File: config.mk
export PLATFORM = sky130hd
export DESIGN_NAME = blpd_cfg
export DESIGN_NICKNAME = d
export VERILOG_FILES = /design/src/rtl/core/blpd_pkg.sv /design/src/rtl/core/blpd_cfg.sv
export SDC_FILE = /design/constraint.sdc
export NUM_CORES = 1
export LEC_CHECK = 0
export BUFFER_PORTS_ARGS = -buffer_cell sky130_fd_sc_hd__clkbuf_2
export CAP_MARGIN = 30
export CORE_MARGIN = 10
export CORE_UTILIZATION = 47
export DETAILED_ROUTE_END_ITERATION = 12
export PLACE_DENSITY = 0.78
export SLEW_MARGIN = 0
export SYNTH_ARGS = -nofsm -noshare
export SYNTH_HDL_FRONTEND = slang
export SYNTH_SLANG_ARGS = --single-unit
export TNS_END_PERCENT = 20
File: constraint.sdc
create_clock -name clk -period 1.1 [get_ports clk]
set_input_delay 0.055 -clock clk [delete_from_list [all_inputs] [get_ports clk]]
set_output_delay 0.055 -clock clk [all_outputs]
set_load 0.02 [all_outputs]
File: src/rtl/core/blpd_pkg.sv
// Shared types and constants for the bright line pixel detector.
// Configuration register map, reset values and field widths.
// No dependencies.
package blpd_pkg;

	localparam int LUMA_W      = 8;
	localparam int COORD_W     = 11;
	localparam int CFG_INDEX_W = 3;
	localparam int CFG_DATA_W  = 12;

	// register indexes
	localparam logic [CFG_INDEX_W-1:0] REG_LUMA_TH  = 3'd0;
	localparam logic [CFG_INDEX_W-1:0] REG_DIFF_TH  = 3'd1;
	localparam logic [CFG_INDEX_W-1:0] REG_OFFSET   = 3'd2;
	localparam logic [CFG_INDEX_W-1:0] REG_WIDTH    = 3'd3;
	localparam logic [CFG_INDEX_W-1:0] REG_FG_VALUE = 3'd4;
	localparam logic [CFG_INDEX_W-1:0] REG_BG_VALUE = 3'd5;

	// reset values
	localparam logic [7:0]  LUMA_TH_RST  = 8'd80;
	localparam logic [7:0]  DIFF_TH_RST  = 8'd20;
	localparam logic [3:0]  OFFSET_RST   = 4'd4;
	localparam logic [11:0] WIDTH_RST    = 12'd640;
	localparam logic [7:0]  FG_VALUE_RST = 8'd255;
	localparam logic [7:0]  BG_VALUE_RST = 8'd0;

	typedef struct packed {
		logic [7:0]  luma_th;
		logic [7:0]  diff_th;
		logic [3:0]  probe_offset;
		logic [11:0] image_width;
		logic [7:0]  fg_value;
		logic [7:0]  bg_value;
	} cfg_regs_t;

endpackage

File: src/rtl/core/blpd_cfg.sv
// Configuration register file with clamped probe offset and line width.
// Depends on blpd_pkg.
module blpd_cfg #(
	parameter int MAX_WIDTH  = 2048,
	parameter int MAX_OFFSET = 8
) (
	input  logic                                clk,
	input  logic                                arst_n,
	input  logic                                cfg_we,
	input  logic [blpd_pkg::CFG_INDEX_W-1:0]    cfg_index,
	input  logic [blpd_pkg::CFG_DATA_W-1:0]     cfg_wdata,
	output blpd_pkg::cfg_regs_t                 regs,
	output logic [$clog2(MAX_OFFSET+1)-1:0]     t_eff,
	output logic [$clog2(MAX_WIDTH+1)-1:0]      w_eff
);
	import blpd_pkg::*;

	localparam int OFF_W = $clog2(MAX_OFFSET+1);
	localparam int WW    = $clog2(MAX_WIDTH+1);

	cfg_regs_t regs_q;

	always_ff @(posedge clk or negedge arst_n) begin
		if (!arst_n) begin
			regs_q.luma_th      <= LUMA_TH_RST;
			regs_q.diff_th      <= DIFF_TH_RST;
			regs_q.probe_offset <= OFFSET_RST;
			regs_q.image_width  <= WIDTH_RST;
			regs_q.fg_value     <= FG_VALUE_RST;
			regs_q.bg_value     <= BG_VALUE_RST;
		end else if (cfg_we) begin
			case (cfg_index)
				REG_LUMA_TH:  regs_q.luma_th      <= cfg_wdata[7:0];
				REG_DIFF_TH:  regs_q.diff_th      <= cfg_wdata[7:0];
				REG_OFFSET:   regs_q.probe_offset <= cfg_wdata[3:0];
				REG_WIDTH:    regs_q.image_width  <= cfg_wdata[11:0];
				REG_FG_VALUE: regs_q.fg_value     <= cfg_wdata[7:0];
				REG_BG_VALUE: regs_q.bg_value     <= cfg_wdata[7:0];
				default: ;
			endcase
		end
	end

	assign regs = regs_q;

	// zero acts as one, oversize values clamp to the maximum
	always_comb begin
		if (regs_q.probe_offset == 4'd0) begin
			t_eff = OFF_W'(1);
		end else if (32'(regs_q.probe_offset) > MAX_OFFSET) begin
			t_eff = OFF_W'(MAX_OFFSET);
		end else begin
			t_eff = OFF_W'(regs_q.probe_offset);
		end

		if (regs_q.image_width == 12'd0) begin
			w_eff = WW'(1);
		end else if (32'(regs_q.image_width) > MAX_WIDTH) begin
			w_eff = WW'(MAX_WIDTH);
		end else begin
			w_eff = WW'(regs_q.image_width);
		end
	end

endmodule

==> metrics.txt <==
outcome finished with violations; failing checks negative setup slack; first-pass GRT wire length 8369 um; Post-DP Area about 2600 um2; Static Leak ~1.4 nW; Post-synth top cells 48 x mux2_2, 33 x dfrtp_1, 15 x dfstp_2; crit path max fanout 2; cell-internal power 0.003780 W; synth top area cells dfrtp_1 41%, mux2_2 27%, dfstp_2 20%; total vias in the final route around 1,400; Worst R2R Setup Slack 0.15 ns; worst-margin pin slew between 0.3 and 0.4 ns; filler cell count 287; CTS tree yes; top_reg_cell synth dfrtp_1; Clock Pin Slew Worst Setup and Hold Paths 0.09 ns; # DRC 0; Syn Std Cell Area 1997 um2; Port Buffers 81; Synth Net Count 146; worst reg2reg path startpoint regs[27]$_DFFE_PN0P_; number of flops mapped to enable cells by yosys 0; synth warn 0; Comb power frac 0.405; final worst slack -0.2969 ns; H-tree levels 2; final period demand of the worst path 1.397 ns; switch share 0.3569; total core area ~4100 um2; Post-Synthesis Cells approximately 130; Starting DRT DRC Count 75; Seq pwr share 0.425; Distinct cells, synth 15; Avg Vias per Cell 4.958; n_diodes 0; vias in the first global route 1,533; FMAX 715.9 MHz; final period utilization 1.270; die height 85.18 um; Clk network pwr share 0.170; Worst Hold Class in2reg; cts bufs inserted 5; ANT nets after route 0; clock tree buffer depth 2; Final Max Tran Viols 0; CP Launch Type flop; row count 23; Peak supply drop 0.001247 V; Max-Cap Viols 0; DPL Wire Length 3881 um; # IOs 82; Critical Path AT 1.34 ns; GRT Residual Overflow 0; nets roughly 250; area delta synth->final 44.49%; initial core utilization 0.4921; initial antenna violation count 0; RSZ-0062 raised after global routing yes; Design Power ~0.0059 W; Worst Setup SP regs[17]$_DFFE_PN0P_; final WL 5332 um; PwrDens 2037 nW/um2; Critical Path RT 1.04 ns; share of layout cells above drive strength 1 0.7830; CP endpoint kind output port; GRT Util Overall 0.1437; post-synth top area cell dfrtp_1; gpl congestion 0.7522; Synth top area share 0.4135; clock sinks 48; width of the die roughly 85 um; clock root buffer clkbuf_8; sequential share of the synthesized area 0.6109; largest net degree at the start of global routing 37; Worst-Skew Late Latency 0.29 ns; crit path kind reg2out; Largest register FFs 48; Slew headroom 0.7557; Synth async-reset ratio 1.000; Fin. Hold Viols 0; finished layout cell area 2885 um2; synthesized flop and latch total 48; hold_sp cfg_wdata[4]; Net Sw Power 0.002098 W; most frequent cell after synthesis mux2_2; clock skew 0 ns; wire per inst around 19 um; die area 7256 um2; Post-Syn Area per Cell 15.60 um2; DR pass1 iterations 4; Final Setup Violations 16
==> worst paths after layout <==
kind / to / cells after the start
hold reg to reg: regs[47]$_DFFE_PN0P_ / 1
setup reg to reg: regs[27]$_DFFE_PN0P_ / 2
setup / recovery: w_eff[0] / 3
hold / removal: regs[20]$_DFFE_PN0P_ / 2
max in group asynchronous: regs[14]$_DFFE_PN1P_ / 3
min in group asynchronous: regs[43]$_DFFE_PN0P_ / 2
==> metrics by stage <==
stage / setup WS, ns / utilization / hold slack, ns / cells / TNS, ns
2_1_floorplan: 0.01213 / - / -0.2406 / 128 / 0
3_3_place_gp: -0.05433 / 0.6368 / -0.02018 / 269 / -0.8252
3_5_place_dp: -0.07728 / 0.6368 / -0.01332 / 269 / -1.473
4_1_cts: -0.3043 / 0.6941 / 0.05546 / 284 / -1.980
5_1_grt: -0.3603 / 0.7111 / 0.08030 / 285 / -2.746
6_report: -0.2969 / 0.7111 / 0.06330 / 285 / -1.811
==> layout make-up <==
class                      count  area, um2  share of cell area
clock inverter                 2      12.51            0.004337
multi-input combinational     73      780.7              0.2706
tap                           50      62.56             0.02168
sequential                    48       1222              0.4237
clock buffer                   6      72.57             0.02515
timing repair buffer         105      730.7              0.2533
inverter                       1      3.754            0.001301
==> critical path: stages, from the launching register on <==
cell      delay, ns
dfrtp_1        0.39
nor4_1         0.29
a41o_1         0.23
clkbuf_8       0.15
==> layout by cell type (no fill, tap or decap), types with 2 or more instances in the layout <==
cell | synthesis | routed
clkbuf_2 | 0 | 61
dfstp_2 | 15 | 15
and4bb_2 | 3 | 3
buf_2 | 3 | 2
buf_8 | 0 | 2
buf_4 | 0 | 21
nor2_1 | 2 | 2
nor2b_4 | 0 | 3
dfrtp_1 | 33 | 31
dlygate4sd3_1 | 0 | 5
clkbuf_8 | 0 | 6
mux2_2 | 48 | 48
dfrtp_2 | 0 | 2
nor2b_2 | 0 | 2
buf_12 | 0 | 2
nor2b_1 | 13 | 8
buf_6 | 0 | 11
==> what timing repair did <==
item,in CTS,in global routing
endpoints found under the setup margin,16,20
pin swaps,0,2
hold buffers,5,0
hold endpoints to repair,16,0
resized for setup,25,35
setup buffers,2,1
==> metal layers <==
layer	share of wire	track usage	vias to the layer above
met3	0.063	0.05641	5
li1	-	-	664
met1	0.39	0.1500	706
met5	0	0	-
met2	0.54	0.2575	38
met4	0.0081	0.04491	0
==> cell families (layout without fill, tap and decap cells) <==
logic type | after synthesis | in the layout | share of synthesized area
simple gates | 23 | 23 | 0.09336
mux | 48 | 48 | 0.2707
buf+inv | 7 | 114 | 0.01503
compound gates | 2 | 2 | 0.01003
flops | 48 | 48 | 0.6109
==> power by group through the flow <==
stage / Sequential, W / Combinational, W / Clock, W
6_report: 0.00250 / 0.00238 / 0.00100
5_1_grt: 0.00256 / 0.00254 / 0.00111
4_1_cts: 0.00249 / 0.00226 / 0.00104
3_5_place_dp: 0.00252 / 0.00209 / 0
3_3_place_gp: 0.00250 / 0.00205 / 0
2_1_floorplan: 0.00300 / 0.000696 / 0
Note: power is estimated with default switching activity, not from simulation.
