## src/rtl/core/blpd_pkg.sv

```systemverilog
// Shared types and constants for the bright line pixel detector.
// Configuration register map, reset values and field widths.
// No dependencies.
package blpd_pkg;

	localparam int LUMA_W      = 8;
	localparam int COORD_W     = 11;
	localparam int CFG_INDEX_W = 3;
	localparam int CFG_DATA_W  = 12;

	// register indexes
	localparam logic [CFG_INDEX_W-1:0] REG_LUMA_TH  = 3'd0;
	localparam logic [CFG_INDEX_W-1:0] REG_DIFF_TH  = 3'd1;
	localparam logic [CFG_INDEX_W-1:0] REG_OFFSET   = 3'd2;
	localparam logic [CFG_INDEX_W-1:0] REG_WIDTH    = 3'd3;
	localparam logic [CFG_INDEX_W-1:0] REG_FG_VALUE = 3'd4;
	localparam logic [CFG_INDEX_W-1:0] REG_BG_VALUE = 3'd5;

	// reset values
	localparam logic [7:0]  LUMA_TH_RST  = 8'd80;
	localparam logic [7:0]  DIFF_TH_RST  = 8'd20;
	localparam logic [3:0]  OFFSET_RST   = 4'd4;
	localparam logic [11:0] WIDTH_RST    = 12'd640;
	localparam logic [7:0]  FG_VALUE_RST = 8'd255;
	localparam logic [7:0]  BG_VALUE_RST = 8'd0;

	typedef struct packed {
		logic [7:0]  luma_th;
		logic [7:0]  diff_th;
		logic [3:0]  probe_offset;
		logic [11:0] image_width;
		logic [7:0]  fg_value;
		logic [7:0]  bg_value;
	} cfg_regs_t;

endpackage

```

## src/rtl/core/blpd_stencil.sv

```systemverilog
// Cross stencil: neighbour shift lines and line pixel decision.
// Depends on blpd_pkg.
module blpd_stencil #(
	parameter int MAX_OFFSET = 8
) (
	input  logic                                clk,
	input  logic                                shift,
	input  logic [blpd_pkg::LUMA_W-1:0]         luma_s1,
	input  logic [blpd_pkg::LUMA_W-1:0]         rd_centre,
	input  logic [blpd_pkg::LUMA_W-1:0]         rd_top,
	input  logic [$clog2(MAX_OFFSET+1)-1:0]     t_eff,
	input  blpd_pkg::cfg_regs_t                 regs,
	output logic                                is_line
);
	import blpd_pkg::*;

	localparam int OFF_W = $clog2(MAX_OFFSET+1);
	localparam int HI_W  = $clog2(2*MAX_OFFSET);
	localparam int VI_W  = (MAX_OFFSET > 1) ? $clog2(MAX_OFFSET) : 1;

	// hline_q: centre-row pixels behind the current one; vline_q: input pixels
	logic [LUMA_W-1:0] hline_q [2*MAX_OFFSET];
	logic [LUMA_W-1:0] vline_q [MAX_OFFSET];

	logic [OFF_W:0]    two_t_m1;
	logic [HI_W-1:0]   idx_v, idx_left;
	logic [VI_W-1:0]   idx_bottom;
	logic [LUMA_W-1:0] v, left, right, top, bottom;
	logic [LUMA_W:0]   left_d, right_d, top_d, bottom_d, v_x;
	logic              horiz, vert;

	always_ff @(posedge clk) begin
		if (shift) begin
			hline_q[0] <= rd_centre;
			for (int i = 1; i < 2*MAX_OFFSET; i++) begin
				hline_q[i] <= hline_q[i-1];
			end
			vline_q[0] <= luma_s1;
			for (int i = 1; i < MAX_OFFSET; i++) begin
				vline_q[i] <= vline_q[i-1];
			end
		end
	end

	assign two_t_m1   = {t_eff, 1'b0} - (OFF_W+1)'(1);
	assign idx_v      = HI_W'(t_eff - OFF_W'(1));
	assign idx_left   = HI_W'(two_t_m1);
	assign idx_bottom = VI_W'(t_eff - OFF_W'(1));

	assign v      = hline_q[idx_v];
	assign left   = hline_q[idx_left];
	assign right  = rd_centre;
	assign top    = rd_top;
	assign bottom = vline_q[idx_bottom];

	// v - n > d  <=>  v > n + d, in nine bits
	assign v_x      = {1'b0, v};
	assign left_d   = {1'b0, left}   + {1'b0, regs.diff_th};
	assign right_d  = {1'b0, right}  + {1'b0, regs.diff_th};
	assign top_d    = {1'b0, top}    + {1'b0, regs.diff_th};
	assign bottom_d = {1'b0, bottom} + {1'b0, regs.diff_th};

	assign horiz   = (v_x > left_d) && (v_x > right_d);
	assign vert    = (v_x > top_d) && (v_x > bottom_d);
	assign is_line = (v >= regs.luma_th) && (horiz || vert);

endmodule

```

## config.mk

```make
export PLATFORM = sky130hd
export DESIGN_NAME = blpd_stencil
export DESIGN_NICKNAME = d
export VERILOG_FILES = /design/src/rtl/core/blpd_pkg.sv /design/src/rtl/core/blpd_stencil.sv
export SDC_FILE = /design/constraint.sdc
export NUM_CORES = 1
export LEC_CHECK = 0
export BUFFER_PORTS_ARGS = -buffer_cell sky130_fd_sc_hd__buf_2
export CORE_MARGIN = 8
export CORE_UTILIZATION = 60
export DETAILED_ROUTE_END_ITERATION = 12
export GPL_TIMING_DRIVEN = 0
export PLACE_DENSITY = 0.8
export SLEW_MARGIN = 20
export SYNTH_ARGS = -nofsm -noshare
export SYNTH_HDL_FRONTEND = slang
export SYNTH_SLANG_ARGS = --single-unit
```

## constraint.sdc

```tcl
create_clock -name clk -period 7.8 [get_ports clk]
set_clock_uncertainty 0.2 [all_clocks]
set_input_delay 0.78 -clock clk [delete_from_list [all_inputs] [get_ports clk]]
set_output_delay 0.78 -clock clk [all_outputs]
set_load 0.02 [all_outputs]
```

==> metrics.yaml <==
outcome: "finished, final reports clean"
floorplan.die_area_sq_um: 20660
hp-class: "reg -> reg"
stdcell_area_sq_um: 10940
worst_slew_pin_slew_ns: 0.8076
grt_max_degree: 111
fin_crit_ns: 7.392
clockRootBuffer: "clkbuf_16"
p_sw_share_pct: 29.07
async_reset_ff_share_pct: 0
rows: 46
max_freq_ghz: 0.1353
arrival_ns: 6.41
final_common_cell: "edfxtp_1"
p_clk_share_pct: 31.7
antenna_found_initial: 0
gp_congestion: 0.8777
seq_power_share_pct: 45.9
synth_top_flop_cell: "edfxtp_1"
num_io_pins: 79
die_w_um: 143.7
start_util_pct: 61.41
synth_edf_count: 192
path_class: "in -> out"
overflow: 0
cap_violations: 0
syn_area_per_cell_sq_um: 17.33
route.met2.wl_mm: 10.74
syn_area_sq_um: 9791
tns_ns: 0
met1Wirelength_mm: 8.310
slew_violations: 0
synth_top_area_cell: "edfxtp_1"
drive_gt1_share_pct: 28.62
clk_latency_ns: 0.45
ant_nets: 0
final_nets: 785
num_antenna_cells: 0
clockBufferDepth: 2
synth_seq_cells: 192
p_total_uw: 2704
final-seq-area_sq_um: 5766
p_int_uw: 1918
drtPass1Iterations: 5
p_sw_uw: 786.0
vias_per_cell: 6.438
multi_input_area_sq_um: 3830
numCtsBuffers: 17
grt_pass1_vias: 5778
dp_slack_ns: 0.1880
dpl-instance-area_sq_um: 10320
topRoutingLayerUsed: "met4"
fin_ws_ns: 0.4077
clock-sinks: 192
h-tree-depth: 4
startpoint_type: "primary input"
pwr-share-comb_pct: 22.3
cp_max_fo: 10
p_leak_uw: 0.004051
num_vias: 5530
cp.required_ns: 6.82
utilization_pct: 68.62
path_clk_slew_ns: 0.07
io_buffers: 45
synthToLayoutAreaGrowth_pct: 11.73
synth_compound_area_share_pct: 4.665
syn_inst: 565
rsz0062_at_grt: "no"
die-height_um: 143.7
max_slew_margin_pct: 45.90
drc_errors: 0
wl_met3_mm: 1.123
ir_drop_v: 0.0001807
synth_top_area_share_pct: 58.89
cts_tree: "done"
post_cts_resized: 0
synth_mux_area_share_pct: 18.38
synth_area_leaders: "edfxtp_1 59%, mux4_2 17%, ha_1 9.3%"
yosys_warnings: 0
dp_hpwl_mm: 14.53
layout_common_cells: "192 x edfxtp_1, 73 x ha_1, 72 x mux4_2, 50 x buf_2, 26 x inv_1"
cts_setup_buffers: 0
wl_per_cell_um: 24.10
synth_top_family_by_area: "multiplexers"
setup_violations: 0
grt_pass1_wl_mm: 32.15
hold_buffers: 0
grt_usage_pct: 21.28
synth.yosys.seq_area_share_pct: 58.89
synth-simple-area-share_pct: 3.693
fill_cells: 1048
core-area_sq_um: 15940
hold_viol: 0
synth.net_count: 720
synth_xor_area_share_pct: 2.121
setup.worst_path.end_class: "output pin"
synth_fa_ha_area_share_pct: 10.15
synthDistinctLibCells: 47
wl_mm: 20.70
cellPowerDensity_nw_per_um2: 247.2
fin_crit_sh_pct: 94.77
first_iter_violations: 517
## cell families after synthesis
kind of cell / count (synthesis)
flip-flops: 192
multiplexers: 88
adder cells (fa/ha/maj): 77
AND/OR/NAND/NOR: 74
AO/OA/AOI/OAI: 70
buffers and inverters: 42
XOR/XNOR: 22
## flip-flops by register name, summed over array words and instances (netlist names)
| register | cells |
|---|---|
| vline_q | 64 |
| hline_q | 128 |
## cell usage after synthesis, types with 2 or more instances
cell type	count
ha_1	73
xor2_1	16
inv_1	26
o21ai_1	7
fa_1	4
nand2_1	23
mux4_2	72
nand4_1	7
o41ai_1	4
xnor2_1	4
a211oi_1	2
buf_2	6
a2111oi_0	2
nor2_1	23
mux2_2	14
nor3_1	6
o31a_1	3
nor2b_1	5
mux2i_1	2
nand3_1	3
o21a_1	4
buf_6	5
edfxtp_1	192
o21ai_0	11
a21oi_1	18
a21o_1	8
clkbuf_1	4
nor4_1	2
## final timing paths
| kind | from | to | slack, ns | depth (start not counted) |
|---|---|---|---|---|
| max reg2reg | hline_q[3][5] | hline_q[4][5] | 6.87 | 0 |
| min | vline_q[5][2] | vline_q[6][2] | 0.25 | 0 |
| min reg2reg | vline_q[5][2] | vline_q[6][2] | 0.25 | 0 |
| max | t_eff[0] | is_line | 0.41 | 25 |
## stage by stage
| stage | hold slack (ns) | instances |
|---|---|---|
| after floorplan | 0.2207 | 565 |
| after global placement | 0.2242 | 826 |
| after detailed placement | 0.2344 | 827 |
| after CTS | 0.2470 | 859 |
| after global routing | 0.2581 | 859 |
| final | 0.2490 | 859 |
## worst max-delay path: stages
cell and delay, ns:
buf_6 0.18, buf_6 0.23, buf_6 0.24, inv_1 0.06, ha_1 0.28, clkbuf_1 0.29, clkbuf_1 0.59, mux4_2 0.40
mux2_2 0.31, ha_1 0.20, inv_1 0.07, fa_1 0.21, nor2b_1 0.08, o31a_1 0.26, o21ai_0 0.21, nand2_1 0.11
xnor2_1 0.14, ha_1 0.32, a211o_1 0.18, a21oi_1 0.05, nor4_1 0.26, nand3_1 0.10, or4_1 0.48, a21oi_1 0.16
buf_2 0.19
## routing by layer
layer	global-route usage (%)	vias to the layer above
li1	-	2454
met1	26.78	2842
met2	35.53	203
met3	3.849	31
met4	9.463	0
met5	0	-
## area by class of cell
class / count / share of cell area [%]
clock inverter: 14 / 1.578
tap: 216 / 2.471
inverter: 26 / 0.8921
clock buffer: 18 / 3.923
sequential: 192 / 52.71
timing repair buffer: 46 / 2.402
multi-input combinational: 331 / 35.01
buffer: 16 / 1.018
## power groups by stage
stage                     Sequential, uW  Clock [uW]  Combinational, uW
after detailed placement            1260           0                594
after global routing                1250         911                660
after CTS                           1240         870                599
final                               1240         858                603
after floorplan                     1250           0                427
after global placement              1260           0                563
Power figures use the tool's default switching activity.
