**config.mk**
```make
export PLATFORM = sky130hd
export DESIGN_NAME = blpd_front
export DESIGN_NICKNAME = d
export VERILOG_FILES = /design/src/rtl/core/blpd_front.sv
export SDC_FILE = /design/constraint.sdc
export NUM_CORES = 1
export LEC_CHECK = 0
export BUFFER_PORTS_ARGS = -buffer_cell sky130_fd_sc_hd__clkbuf_2
export CELL_PAD_IN_SITES_DETAIL_PLACEMENT = 2
export CELL_PAD_IN_SITES_GLOBAL_PLACEMENT = 2
export CORE_MARGIN = 3
export CORE_UTILIZATION = 29
export CTS_CLUSTER_SIZE = 14
export DETAILED_ROUTE_END_ITERATION = 10
export GPL_TIMING_DRIVEN = 0
export PLACE_DENSITY = 0.78
export SLEW_MARGIN = 5
export SYNTH_ARGS = -nofsm -noshare
export SYNTH_HDL_FRONTEND = slang
export SYNTH_SLANG_ARGS = --single-unit
```
**constraint.sdc**
```tcl
create_clock -name clk -period 4.2 [get_ports clk]
set_input_delay 1.05 -clock clk [delete_from_list [all_inputs] [get_ports clk]]
set_output_delay 1.05 -clock clk [all_outputs]
set_load 0.02 [all_outputs]
```
**src/rtl/core/blpd_front.sv**
```systemverilog
// Raster position tracking and line store addressing.
// No package dependencies; widths follow the module parameters.
module blpd_front #(
	parameter int MAX_WIDTH  = 2048,
	parameter int MAX_OFFSET = 8,
	parameter int MAX_HEIGHT = 2048
) (
	input  logic                                                clk,
	input  logic                                                arst_n,
	input  logic                                                accept,
	input  logic                                                frame_start,
	input  logic [$clog2(MAX_OFFSET+1)-1:0]                     t_eff,
	input  logic [$clog2(MAX_WIDTH+1)-1:0]                      w_eff,
	output logic                                                produce,
	output logic [$clog2(MAX_WIDTH)-1:0]                        cx,
	output logic [$clog2(MAX_HEIGHT)-1:0]                       cy,
	output logic [$clog2(2*MAX_OFFSET+1)+$clog2(MAX_WIDTH)-1:0] waddr,
	output logic [$clog2(2*MAX_OFFSET+1)+$clog2(MAX_WIDTH)-1:0] centre_addr,
	output logic [$clog2(2*MAX_OFFSET+1)+$clog2(MAX_WIDTH)-1:0] top_addr
);

	localparam int STORE_LINES = 2*MAX_OFFSET + 1;
	localparam int COL_W  = $clog2(MAX_WIDTH);
	localparam int ROW_W  = $clog2(MAX_HEIGHT);
	localparam int OFF_W  = $clog2(MAX_OFFSET+1);
	localparam int WW     = $clog2(MAX_WIDTH+1);
	localparam int SLOT_W = $clog2(STORE_LINES);
	localparam int CMP_W  = COL_W + ROW_W + OFF_W + 1;

	logic [COL_W-1:0]  col_q, col;
	logic [ROW_W-1:0]  row_q, row;
	logic [SLOT_W-1:0] slot_q, slot;
	logic [OFF_W:0]    two_t;
	logic [SLOT_W:0]   slot_x, t_x, two_t_x, cy_slot_x, top_slot_x;
	logic              line_end;

	// frame_start places this pixel at the origin
	assign col  = frame_start ? '0 : col_q;
	assign row  = frame_start ? '0 : row_q;
	assign slot = frame_start ? '0 : slot_q;

	assign two_t   = {t_eff, 1'b0};
	assign produce = (CMP_W'(col) >= CMP_W'(two_t)) && (CMP_W'(row) >= CMP_W'(two_t));
	assign cx      = col - COL_W'(t_eff);
	assign cy      = row - ROW_W'(t_eff);

	// store slots of the centre row and the top row, modulo the line count
	assign slot_x  = {1'b0, slot};
	assign t_x     = (SLOT_W+1)'(t_eff);
	assign two_t_x = (SLOT_W+1)'(two_t);

	always_comb begin
		if (slot_x >= t_x) begin
			cy_slot_x = slot_x - t_x;
		end else begin
			cy_slot_x = slot_x + (SLOT_W+1)'(STORE_LINES) - t_x;
		end
		if (slot_x >= two_t_x) begin
			top_slot_x = slot_x - two_t_x;
		end else begin
			top_slot_x = slot_x + (SLOT_W+1)'(STORE_LINES) - two_t_x;
		end
	end

	assign waddr       = {slot, col};
	assign centre_addr = {cy_slot_x[SLOT_W-1:0], col};
	assign top_addr    = {top_slot_x[SLOT_W-1:0], cx};

	assign line_end = ((WW+1)'(col) + (WW+1)'(1)) >= (WW+1)'(w_eff);

	always_ff @(posedge clk or negedge arst_n) begin
		if (!arst_n) begin
			col_q  <= '0;
			row_q  <= '0;
			slot_q <= '0;
		end else if (accept) begin
			if (line_end) begin
				col_q <= '0;
				// row saturates; the last slot is then reused
				if (32'(row) < MAX_HEIGHT - 1) begin
					row_q  <= row + ROW_W'(1);
					slot_q <= (32'(slot) == STORE_LINES - 1) ? '0 : slot + SLOT_W'(1);
				end else begin
					row_q  <= row;
					slot_q <= slot;
				end
			end else begin
				col_q  <= col + COL_W'(1);
				row_q  <= row;
				slot_q <= slot;
			end
		end
	end

endmodule

```
==> results.cfg <==
[floorplan]
die_h_um = 120
rows = 41
dieArea_um2 = 14500
initial_core_util_pct = 29.8
core_um2 = 12700
die_w_um = 120
pin_count = 91

[drt]
drt_iter0_drc = 236
drc = 0
drt-wirelength-per-cell_um = 26.2
drt_wl_total_um = 20900
vias = 4436
dr.pass1.iters = 4
via_per_inst = 5.55
antenna_left = 0

[finish]
fin_area_um2 = 5960
drive_above_1_share_pct = 46.3
n_antenna_cell = 0
final_common_cell = buf_4
fill_cells = 1395
fin_cells = 800
nets = 702
final_cell_mix = 90 x buf_4, 63 x clkbuf_2, 37 x nand2_1, 32 x inv_1, 32 x ha_1
synthToLayoutAreaGrowth_pct = 57.3

[clocking]
cts_buffers = 3
insertion_delay_ns = 0.28
ctsHtreeMaxLevel = 1
clockBufferDepth = 2
ctsHoldBuffers = 0
clkTransAtPathRegs_ns = 0.08
clockRootBuffer = clkbuf_16
cts_sinks = 27
cts_tree = built

[run_status]
violations = setup timing
status = complete, but fails checks

[timing]
setup_viol = 9
fin_skew_ns = 0.00510
final-hold-violation-count = 0
worstMarginPinSlew_ns = 0.807
finalSetupTns_ns = -0.698
relSlewSlack_pct = 46.2
final.setup.worst_slack_ns = -0.246
post-route-min-period_ns = 4.45
drv_slew = 0
max_freq_mhz = 225
period_share_pct = 106
grt_setup_unrepaired = true

[power]
p_int_uw = 684
power_uw = 1160
swShare_pct = 41.0
leakage_uw = 0.00285
peakVddDrop_v = 0.000145
p_comb_share_pct = 54.1
switchingPower_uw = 476
powerDensity_nw_per_um2 = 195
seq_power_share_pct = 25.0
power_frac_clock_pct = 20.9

[global_routing]
overflow = 0
grt_max_degree = 28
grt_pass1_vias = 4649
gr-usage-all-layers_pct = 23.8
grt_antenna_before_repair = 0
grt_pass1_wl_um = 27200

[worst_setup_path]
critPathTopFamily = buffers and inverters
cpPeakStageDelay_ns = 0.39
slowest_stage = xnor3_1
critPathRequiredTime_ns = 3.15
cp_max_fo = 5
critPathKind = in2out
setup.worst_path.start_class = primary input
worstPathArrival_ns = 3.40
end_kind = primary output
path_buf_inv = 6
path_cells = buf_12 -> buf_12 -> inv_12 -> clkbuf_16 -> nand2_8 -> inv_6 -> ha_4 -> xor2_4 -> ha_4 -> a21o_1 -> a21oi_2 -> xnor3_1 -> mux2i_4 -> buf_8

[yosys]
syn-num-nets = 544
synth-edff-count = 0
syn_area_um2 = 3790
ys.flop_type = dfrtp_1
ys_seq_area_share_pct = 17.8
postSynth.asyncResetShare_pct = 100
syn_inst = 471
synth_area_per_cell_um2 = 8.05
yosysUniqueCellTypes = 63
synth_seq_cells = 27
ys_warn_count = 0

[placed_design]
placedCellCount = 733
place_area_um2 = 4700
place.detailed.hpwl_um = 11600
gp_congestion = 0.817
port_buffers = 90

[job]
cap_violations = 0

[worst_hold_path]
hp-class = reg2reg
==> layer usage <==
metal / GRT usage (%) / share of wire [%] / up-vias
li1: - / - / 1954
met4: 6.16 / 4.8 / 0
met3: 2.06 / 5.0 / 52
met5: 0 / 0 / -
met2: 44.5 / 52 / 174
met1: 29.4 / 38 / 2256
==> Yosys cell counts (4+ instances only) <==
| cell | instances | share of area, % |
|---|---|---|
| nand4_1 | 8 | 1.3 |
| o31ai_1 | 5 | 0.99 |
| nand2_1 | 45 | 4.5 |
| a21o_1 | 8 | 1.6 |
| ha_1 | 47 | 16 |
| a31o_1 | 5 | 1.2 |
| nand3_1 | 20 | 2.6 |
| fa_1 | 6 | 3.2 |
| nor2_1 | 26 | 2.6 |
| xnor2_1 | 17 | 3.9 |
| o211ai_1 | 9 | 1.8 |
| nor2b_1 | 24 | 4.0 |
| nor3_1 | 11 | 1.5 |
| o21ai_0 | 10 | 1.3 |
| nand2b_1 | 4 | 0.66 |
| dfrtp_1 | 27 | 18 |
| clkbuf_1 | 9 | 0.89 |
| buf_2 | 9 | 1.2 |
| and2_1 | 4 | 0.66 |
| o21a_1 | 5 | 0.99 |
| a21oi_1 | 16 | 2.1 |
| mux2i_1 | 7 | 1.8 |
| o2bb2ai_1 | 7 | 1.6 |
| buf_4 | 24 | 4.8 |
| inv_1 | 39 | 3.9 |
| and3_1 | 4 | 0.66 |
| xor2_1 | 16 | 3.7 |
==> repair_timing <==
| item | 4_1_cts | 5_1_grt |
|---|---|---|
| setup endpoints to repair | 57 | 57 |
| buffers inserted | 34 | 33 |
| resized for setup | 103 | 71 |
| pin swaps | 26 | 35 |
==> power groups by stage <==
stage,sequential (µW),combinational (µW),clock [µW]
floorplan,285,315,0
global placement,288,434,0
detailed placement,289,450,0
CTS,286,540,235
global route,291,669,249
finish,290,628,242
==> state kept, by name, summed over array words and instances, names as in the netlist <==
signal,count
slot_q,5
col_q,11
row_q,11
==> worst register-to-register path, stage by stage, from the launching register on <==
cell	delay, ns
dfrtp_1	0.54
nand2_8	0.10
buf_4	0.14
inv_1	0.15
ha_2	0.25
nand2_1	0.11
nor2_4	0.14
nand4_1	0.12
xnor2_1	0.29
ha_1	0.31
nand2_1	0.11
o21a_1	0.23
o311ai_2	0.26
buf_4	0.28
a31oi_1	0.29
a21oi_1	0.12
==> layout make-up <==
cell class	instances	area, µm²	area share, %
clock inverters	1	7.51	0.126
clock buffers	3	75.1	1.26
flip-flops and latches	27	676	11.3
plain buffers	41	302	5.06
well taps	172	215	3.61
multi-input cells	359	3330	55.8
inverters	41	186	3.13
repair buffers	156	1170	19.7
==> through the flow <==
step           setup WS (ns)  hold WS (ns)  util, %
3_5_place_dp          -0.612         0.482     36.9
5_1_grt               -0.335         0.575     46.9
4_1_cts               -0.147         0.501     43.3
3_3_place_gp          -0.534         0.471     36.9
2_1_floorplan        -0.0550         0.454        -
6_report              -0.246         0.569     46.9
==> final timing paths <==
| kind | startpoint | to | slack, ns | cells after the start |
|---|---|---|---|---|
| worst max-delay path | frame_start | top_addr[15] | -0.25 | 14 |
| worst min-delay path | slot_q[4] | slot_q[4] | 0.57 | 2 |
| worst max register to register | col_q[0] | slot_q[2] | 0.63 | 15 |
| max in group asynchronous | arst_n | slot_q[2] | 2.84 | 1 |
| worst min register to register | slot_q[4] | slot_q[4] | 0.57 | 2 |
| min in group asynchronous | arst_n | row_q[6] | 0.85 | 1 |
==> logic make-up after synthesis <==
family | after synthesis | share of synthesized area (%)
adders and majority gates | 53 | 18.7
xor gates and xnor gates | 35 | 8.65
muxes | 7 | 1.85
AOI/OAI and AO/OA | 94 | 18.1
buffers and inverters | 85 | 11.1
and+or+nand+nor | 170 | 23.7
DFF | 27 | 17.8
No activity file was read; power rests on OpenSTA's default activity.
